$ cat config.mk
export PLATFORM = sky130hd
export DESIGN_NAME = ils_cell
export DESIGN_NICKNAME = d
export VERILOG_FILES = /design/src/rtl/core/indexed_list_store_macros.svh /design/src/rtl/core/ils_pkg.sv /design/src/rtl/core/ils_cell.sv
export SDC_FILE = /design/constraint.sdc
export NUM_CORES = 1
export LEC_CHECK = 0
export BUFFER_PORTS_ARGS = -buffer_cell sky130_fd_sc_hd__buf_2
export CAP_MARGIN = 20
export CORE_MARGIN = 4
export CORE_UTILIZATION = 36
export DETAILED_ROUTE_END_ITERATION = 10
export GPL_ROUTABILITY_DRIVEN = 0
export PLACE_DENSITY_LB_ADDON = 0.2
export SYNTH_ARGS = -nofsm -noshare
export SYNTH_HDL_FRONTEND = slang
export SYNTH_SLANG_ARGS = --single-unit
$ cat constraint.sdc
create_clock -name aclk -period 3.07 [get_ports aclk]
set_clock_uncertainty 0.15 [all_clocks]
set_input_delay 0.614 -clock aclk [delete_from_list [all_inputs] [get_ports aclk]]
set_output_delay 0.614 -clock aclk [all_outputs]
set_load 0.05 [all_outputs]
$ cat src/rtl/core/indexed_list_store_macros.svh
// Assertion macros used by the list store top level
`ifndef INDEXED_LIST_STORE_MACROS_SVH
`define INDEXED_LIST_STORE_MACROS_SVH

`ifndef NO_ASSERTIONS

`define ILS_ASSERT_SAME(label, clk, rst_n, ante, cons) \
    label: assert property (@(posedge clk) disable iff (!rst_n) (ante) |-> (cons)) \
        else $error("list store check failed");

`define ILS_ASSERT_NEXT(label, clk, rst_n, ante, cons) \
    label: assert property (@(posedge clk) disable iff (!rst_n) (ante) |=> (cons)) \
        else $error("list store check failed");

`else

`define ILS_ASSERT_SAME(label, clk, rst_n, ante, cons)

`define ILS_ASSERT_NEXT(label, clk, rst_n, ante, cons)

`endif

`endif

$ cat src/rtl/core/ils_pkg.sv
// Types and constants for the indexed list store
package ils_pkg;

    localparam int CAPACITY = 64;
    localparam int OP_W     = 3;
    localparam int POS_W    = 7;
    localparam int VAL_W    = 32;
    localparam int ST_W     = 2;
    localparam int OCNT_W   = 7;
    localparam int CNT_W    = $clog2(CAPACITY + 1);
    localparam int CMP_W    = (CNT_W > POS_W) ? CNT_W : POS_W;
    localparam int S_DATA_W = ((OP_W + POS_W + VAL_W + 7) / 8) * 8;
    localparam int M_DATA_W = ((VAL_W + ST_W + OCNT_W + 7) / 8) * 8;

    typedef enum logic [OP_W-1:0] {
        OP_READ      = 3'd0,
        OP_INS_FRONT = 3'd1,
        OP_INS_BACK  = 3'd2,
        OP_INS_AT    = 3'd3,
        OP_DELETE    = 3'd4
    } op_t;

    typedef enum logic [ST_W-1:0] {
        ST_DONE  = 2'd0,
        ST_RANGE = 2'd1,
        ST_FULL  = 2'd2
    } status_t;

    typedef struct packed {
        logic             ins;
        logic             del;
        logic [CMP_W-1:0] pos;
        logic [VAL_W-1:0] value;
    } cmd_t;

endpackage

$ cat src/rtl/core/ils_cell.sv
// One slot of the list store: holds, loads, or shifts from a neighbour
module ils_cell (
    input  logic                      aclk,
    input  ils_pkg::cmd_t             cmd,
    input  logic [ils_pkg::CMP_W-1:0] idx,
    input  logic [ils_pkg::VAL_W-1:0] left_value,
    input  logic [ils_pkg::VAL_W-1:0] right_value,
    output logic [ils_pkg::VAL_W-1:0] slot_value,
    output logic [ils_pkg::VAL_W-1:0] hit_value
);

    logic [ils_pkg::VAL_W-1:0] slot_reg;
    logic [ils_pkg::VAL_W-1:0] slot_next;

    always_comb begin
        slot_next = slot_reg;
        priority if (cmd.ins && (idx == cmd.pos)) begin
            slot_next = cmd.value;
        end else if (cmd.ins && (idx > cmd.pos)) begin
            slot_next = left_value;
        end else if (cmd.del && (idx >= cmd.pos)) begin
            slot_next = right_value;
        end else begin
            slot_next = slot_reg;
        end
    end

    always_ff @(posedge aclk) begin
        slot_reg <= slot_next;
    end

    assign slot_value = slot_reg;
    assign hit_value  = (idx == cmd.pos) ? slot_reg : '0;

endmodule

==> flow_summary.toml, run 1 <==
[run_status]
outcome = "finished clean"

[timing]
fin_crit_sh = 0.907
fmax_mhz = 359
hold_viol_final = 0
rsz0062_at_grt = "no"
min_period_ns = 2.78
slew_viol_final = 0
setup_viol = 0
timing.hold.ws_ns = 0.548
finalSetupTns_ns = 0
slew-limit-headroom = 0.389
tightest_slew_ns = 0.916

[worst_setup_path]
worstPathMaxFanout = 32
end_kind = "output pin"
crit_path_frequent_cell = "buf_2"
worstPathRequired_ns = 2.31
cp_cell_sequence = "buf_2, inv_1, ha_1, nand3_1, nor2_2, buf_12, and2_1, buf_2"
crit_slowest_cell = "ha_1"
max_stage_delay_ns = 0.35
critPathArrivalTime_ns = 2.02
cp-start-kind = "primary input"
cp_num_buf_inv = 4
critPathTopFamily = "buffers and inverters"
critPathKind = "in -> out"

[clock_tree]
cts_tree = "built"
numCtsBuffers = 5
cts.sinks = 32
root_buffer = "clkbuf_8"
htree_num_levels = 2
cts_setup_buffers = 0
cts_resized = 0
clockBufferDepth = 2
postCtsHoldBufs = 0
cts.clk_slew.worst_paths_ns = 0.06

[synth]
ys_seq_elements = 32
yosys_warnings = 0
synth_area_per_cell_um2 = 12.5
synth_top_family_by_area = "compound AO/OA/AOI/OAI gates"
synth_common_cells = "and2_1, edfxtp_1, o22a_1, o221a_1"
synthesis.area_um2 = 2200
synthAdderAreaFrac = 0.0398
synth-xor-area-share = 0
yosysSeqAreaShare = 0.437
synth.area.mux_share = 0
synth_nets = 296
yosysTopAreaCellShare = 0.437
synth-compound-area-share = 0.343
ys_types = 27
syn_inst = 176
synth_area_leaders = "edfxtp_1, o221a_1, o22a_1"
synth_area_leader_cell = "edfxtp_1"
yosys.area_share.simple = 0.118
ys.flop_type = "edfxtp_1"
synth_edf_count = 32
async_flop_share = 0

[finish]
area_growth_pct = 46.1
regArea_um2 = 961
nFillCells = 559
multiInputGateArea_um2 = 1100
nets = 469
drive_above_1_share = 0.570
fin_util = 0.542
diodes = 0
largest_reg_flops = 32

[floorplan]
num_rows = 28
coreArea_um2 = 5920
dieArea_um2 = 7420
chipWidth_um = 86.1
start_util = 0.371
ioPinCount = 177
dieHeight_um = 86.1

[grt]
grt_pass1_vias = 2195
grt_overflow = 0
grt_start_max_net_pins = 35
track_usage = 0.185
antenna_found_initial = 0
grt_pass1_wl_um = 10800

[power]
vdd_ir_drop_max_uv = 227
power.total_mw = 1.48
powerDensity_nw_per_um2 = 460
p_leak_nw = 1.49

[detailed_routing]
routedWlPerCell_um = 16.8
vias = 2240
dr.pass1.iters = 4
ant_nets = 0
viasPerCell = 5.28
drc = 0
drt-total-wl_um = 7110
first_iter_violations = 98

[hold_path]
hold-path-endpoint = "slot_value[14]$_DFFE_PP_"
hold_class = "in -> reg"
hold_depth = 2
holdCritStartpoint = "right_value[14]"

[placement]
io_buffers = 176
hpwl_um = 5750

[run]
max_cap_viol_count = 0
-- power breakdown --
group          internal (mW)  switching (mW)
Clock                  0.149           0.132
Sequential             0.571          0.0333
Combinational          0.193           0.399
-- worst max-delay path by stage --
stage	cells past startpoint	from	end	slack [ns]
final	8	cmd[34]	hit_value[24]	0.29
after global routing	8	cmd[38]	hit_value[3]	0.17
after CTS	8	cmd[38]	hit_value[3]	0.26
after detailed placement	8	cmd[38]	hit_value[3]	0.28
after global placement	7	cmd[36]	slot_value[21]$_DFFE_PP_	0.32
after floorplan	7	cmd[36]	slot_value[0]$_DFFE_PP_	0.12
-- metal layers --
layer,GRT usage,part of all wire
met1,0.213,0.39
met2,0.338,0.51
met3,0.0336,0.084
met4,0.0705,0.012
met5,0,0
-- cells by family (layout without fill, tap and decap cells) --
| kind of cell | count (synthesis) | in the layout |
|---|---|---|
| AO/OA/AOI/OAI | 74 | 74 |
| AND/OR/NAND/NOR | 40 | 40 |
| buffers and inverters | 23 | 196 |
| flip-flops | 32 | 32 |
| adder cells (fa/ha/maj) | 7 | 7 |
-- stage by stage --
stage / cell area, um^2 / instances / setup slack, ns
2_1_floorplan: 2200 / 176 / 0.125
3_3_place_gp: 3140 / 417 / 0.316
3_5_place_dp: 3140 / 417 / 0.279
4_1_cts: 3210 / 424 / 0.265
5_1_grt: 3210 / 424 / 0.170
6_report: 3210 / 424 / 0.285
-- cell usage in the layout, fill, tap and decap left out, drive strengths merged --
cell type	count
and2	32
nand2	1
nand4	1
nand2b	1
and4	2
clkbuf	5
a211oi	2
a21oi	2
edfxtp	32
inv	7
o221ai	1
o21bai	2
nand3b	1
o21a	1
o22a	32
nand3	1
nor2	1
o21ai	2
ha	7
clkinv	2
buf	182
o221a	32
-- final cells by class --
class / instances / area share
clock inverters: 2 / 0.00234
flip-flops and latches: 32 / 0.299
repair buffers: 182 / 0.296
multi-input cells: 121 / 0.344
clock buffers: 5 / 0.0214
well taps: 75 / 0.0292
inverters: 7 / 0.00818
No activity file was read; power rests on OpenSTA's default activity.
==> inputs of run 2 (changes only) <==
--- a/config.mk
+++ b/config.mk
@@ -5,10 +5,11 @@
 export SDC_FILE = /design/constraint.sdc
 export NUM_CORES = 1
 export LEC_CHECK = 0
-export BUFFER_PORTS_ARGS = -buffer_cell sky130_fd_sc_hd__buf_2
+export ABC_AREA = 1
+export BUFFER_PORTS_ARGS = -buffer_cell sky130_fd_sc_hd__buf_4
 export CAP_MARGIN = 20
 export CORE_MARGIN = 4
-export CORE_UTILIZATION = 36
+export CORE_UTILIZATION = 40
 export DETAILED_ROUTE_END_ITERATION = 10
 export GPL_ROUTABILITY_DRIVEN = 0
 export PLACE_DENSITY_LB_ADDON = 0.2
==> flow_summary.toml, run 2 <==
[run_status]
outcome = "finished clean"

[synth]
synthesis.area_um2 = 2900
syn_inst = 381
ys_types = 22
async_flop_share = 0
ys_seq_elements = 32
yosysTopAreaCellShare = 0.332
synth_edf_count = 32
synth_area_per_cell_um2 = 7.61
synth_nets = 501
synth_common_cells = "inv_1, nand2_1, nand2_2, nand3_1"
synth_area_leaders = "edfxtp_1, inv_1, nand3_2"
ys.flop_type = "edfxtp_1"
synth_area_leader_cell = "edfxtp_1"
yosysSeqAreaShare = 0.332
yosys_warnings = 0
synth_most_common_cell = "inv_1"

[finish]
diodes = 0
nets = 670
final_common_cell = "buf_4"
nFillCells = 657
largest_reg_flops = 32
area_growth_pct = 48.1
drive_above_1_share = 0.490
mostFrequentLayoutCells = "buf_4, inv_1, nand2_1"
layout.cells.non_filler = 647

[detailed_routing]
ant_nets = 0
drc = 0
dr.pass1.iters = 4
drt-total-wl_um = 8110
first_iter_violations = 77
vias = 2820
routedWlPerCell_um = 12.5
viasPerCell = 4.36

[power]
powerDensity_nw_per_um2 = 390
power.total_mw = 1.67
p_leak_nw = 2.58
vdd_ir_drop_max_uv = 163

[worst_setup_path]
critPathKind = "in -> out"
worstPathRequired_ns = 2.31
cp-start-kind = "primary input"
critPathArrivalTime_ns = 1.98
worstPathMaxFanout = 34
critPathLaunch = "idx[6]"
end_kind = "output pin"

[hold_path]
hold_class = "in -> reg"
hold-path-endpoint = "slot_value[1]$_DFFE_PP_"
hold_depth = 3
holdCritStartpoint = "cmd[1]"

[floorplan]
dieHeight_um = 93.1
start_util = 0.420
num_rows = 30
chipWidth_um = 93.1
dieArea_um2 = 8670
coreArea_um2 = 6910
ioPinCount = 177

[grt]
grt_overflow = 0
track_usage = 0.186
antenna_found_initial = 0
grt_start_max_net_pins = 35
grt_pass1_vias = 2759
grt_pass1_wl_um = 12900

[clock_tree]
cts_setup_buffers = 0
clockBufferDepth = 2
htree_num_levels = 2
numCtsBuffers = 5
cts.sinks = 32
cts.clk_slew.worst_paths_ns = 0.07
cts_tree = "built"
root_buffer = "clkbuf_8"
cts_resized = 0
postCtsHoldBufs = 0

[timing]
rsz0062_at_grt = "no"
fmax_mhz = 364
tightest_slew_ns = 0.507
slew-limit-headroom = 0.662
fin_crit_sh = 0.895
finalSetupTns_ns = 0
slew_viol_final = 0
setup_viol = 0
hold_viol_final = 0
min_period_ns = 2.75

[placement]
io_buffers = 176
hpwl_um = 6380
dp_cells = 639

[run]
max_cap_viol_count = 0
run 2: cell count changes in the layout (fill, tap and decap cells not counted), moves of 32 or more:
cell,before,now
and2_1,32,0
buf_2,176,0
buf_4,4,179
inv_1,7,108
nand2_1,0,63
nand2_2,1,38
nand3_1,1,36
nor2_1,0,32
o22a_1,32,0
run 2: routing by layer:
metal	vias to the layer above	GRT usage	part of all wire
li1	1464	-	-
met1	1239	0.213	0.38
met2	110	0.343	0.53
met3	7	0.0442	0.080
met4	0	0.0501	0.012
met5	-	0	0
run 2: kinds of logic (layout without fill, tap and decap cells):
family,after synthesis,in the layout,synth area share
adders and majority gates,7,7,0.0302
and+or+nand+nor,209,209,0.419
buffers and inverters,129,299,0.205
DFF,32,32,0.332
AOI/OAI and AO/OA,4,4,0.0147
run 2: power by group:
part / switching, mW / total, mW / internal [mW] / leakage (nW)
registers: 0.0391 / 0.612 / 0.573 / 0.307
logic: 0.482 / 0.752 / 0.271 / 2.23
clock network: 0.155 / 0.309 / 0.154 / 0.0453
run 2: area by class of cell:
| type | instances | area (um^2) | share of cell area |
|---|---|---|---|
| Timing Repair Buffer | 180 | 1360 | 0.318 |
| Multi-Input combinational cell | 220 | 1340 | 0.313 |
| Sequential cell | 32 | 961 | 0.224 |
| Inverter | 111 | 419 | 0.0977 |
| Tap cell | 96 | 120 | 0.0280 |
| Clock buffer | 5 | 68.8 | 0.0160 |
| Clock inverter | 3 | 13.8 | 0.00321 |
run 2: per-stage QoR:
stage | hold WS (ns) | instance area (um^2) | utilization | setup WS, ns
after floorplan | 0.650 | 2900 | - | 0.143
after global placement | 0.737 | 4210 | 0.609 | 0.326
after detailed placement | 0.737 | 4210 | 0.609 | 0.298
after CTS | 0.448 | 4290 | 0.621 | 0.301
after global routing | 0.460 | 4290 | 0.621 | 0.189
final | 0.456 | 4290 | 0.621 | 0.323
run 2: worst max-delay path by stage:
stage	endpoint	cells after the start
global route	hit_value[9]	8
global placement	hit_value[29]	8
floorplan	hit_value[10]	7
CTS	hit_value[9]	7
finish	hit_value[21]	7
detailed placement	slot_value[31]$_DFFE_PP_	9
run 2: worst max-delay path, cell delays in order:
cell	delay, ns
buf_4	0.11
ha_1	0.32
nand2_4	0.09
nor2_8	0.16
nand2_4	0.25
nor2_1	0.21
buf_4	0.22
==> inputs of run 3 (changes only) <==
--- a/config.mk
+++ b/config.mk
@@ -12,6 +12,7 @@
 export CORE_UTILIZATION = 40
 export DETAILED_ROUTE_END_ITERATION = 10
 export GPL_ROUTABILITY_DRIVEN = 0
+export MAX_ROUTING_LAYER = met4
 export PLACE_DENSITY_LB_ADDON = 0.2
 export SYNTH_ARGS = -nofsm -noshare
 export SYNTH_HDL_FRONTEND = slang
==> flow_summary.toml, run 3 (synthesized netlist as in run 2, its figures left out) <==
[finish]
nets = 670
drive_above_1_share = 0.490
area_growth_pct = 48.1
diodes = 0
largest_reg_flops = 32
stdcell_area_um2 = 4290
layout.cells.non_filler = 647
final_common_cell = "buf_4"
mostFrequentLayoutCells = "buf_4, inv_1, nand2_1"

[clock_tree]
cts_setup_buffers = 0
clockBufferDepth = 2
cts.sinks = 32
cts.clk_slew.worst_paths_ns = 0.07
htree_num_levels = 2
postCtsHoldBufs = 0
cts_tree = "built"
cts_resized = 0
numCtsBuffers = 5
root_buffer = "clkbuf_8"

[detailed_routing]
routed-wl-met3_um = 534
wl_met1_um = 3240
wl_met2_um = 4260
viasPerCell = 4.35
vias = 2812
ant_nets = 0
drc = 0
dr.pass1.iters = 4
first_iter_violations = 89
topRoutingLayerUsed = "met4"
routedWlPerCell_um = 12.6
drt-total-wl_um = 8140

[timing]
finalSetupTns_ns = 0
slew_viol_final = 0
hold_viol_final = 0
tightest_slew_ns = 0.511
min_period_ns = 2.75
fin_crit_sh = 0.896
slew-limit-headroom = 0.659
fmax_mhz = 363
rsz0062_at_grt = "no"
setup_viol = 0

[grt]
grt_start_max_net_pins = 35
track_usage = 0.190
antenna_found_initial = 0
grt_pass1_vias = 2767
grt_pass1_wl_um = 12900
grt_overflow = 0

[power]
p_leak_nw = 2.58
power.total_mw = 1.67
powerDensity_nw_per_um2 = 390
vdd_ir_drop_max_uv = 164

[placement]
hpwl_um = 6380
io_buffers = 176
dp_cells = 639
postPlaceCellArea_um2 = 4210

[floorplan]
chipWidth_um = 93.1
start_util = 0.420
coreArea_um2 = 6910
dieArea_um2 = 8670
num_rows = 30
dieHeight_um = 93.1
ioPinCount = 177

[worst_setup_path]
critPathArrivalTime_ns = 1.99
critPathKind = "in -> out"
worstPathRequired_ns = 2.31
end_kind = "output pin"
cp-start-kind = "primary input"
worstPathMaxFanout = 34

[run]
max_cap_viol_count = 0

[hold_path]
hold_class = "in -> reg"

[run_status]
outcome = "finished clean"
==> run 3: cell counts in the layout (fill, tap and decap cells not counted) <==
Identical to the previous run, type by type.
==> run 3: metrics by stage <==
stage,util,hold slack [ns],setup slack (ns)
floorplan,-,0.650,0.143
global placement,0.609,0.737,0.326
detailed placement,0.609,0.737,0.298
CTS,0.621,0.448,0.301
global route,0.621,0.460,0.189
finish,0.621,0.455,0.318
==> run 3: cell type report <==
type                       count  area, um^2
clock buffer                   5        68.8
clock inverter                 3        13.8
timing repair buffer         180        1360
tap                           96         120
sequential                    32         961
multi-input combinational    220        1340
inverter                     111         419
fill                         657        2620
==> run 3: power breakdown <==
part / switching [mW] / leakage [nW] / total, mW / internal [mW]
clock network: 0.155 / 0.0453 / 0.308 / 0.154
registers: 0.0391 / 0.307 / 0.612 / 0.573
logic: 0.482 / 2.23 / 0.753 / 0.271
total: 0.676 / 2.58 / 1.67 / 0.998
==> run 3: worst max-delay path: stages <==
cell,delay [ns]
buf_4,0.11
ha_1,0.32
nand2_4,0.09
nor2_8,0.16
nand2_4,0.25
nor2_1,0.21
buf_4,0.22
==> run 3: worst paths after layout <==
check    from                       to  slack [ns]  cells after the start
min    cmd[1]  slot_value[1]$_DFFE_PP_        0.45                      3
max    idx[6]            hit_value[21]        0.32                      7
==> run 3: routing by layer <==
| layer | up-vias | GRT usage |
|---|---|---|
| met5 | - | - |
| met4 | 0 | 0.0501 |
| met2 | 99 | 0.343 |
| met3 | 6 | 0.0362 |
| met1 | 1243 | 0.217 |
| li1 | 1464 | - |
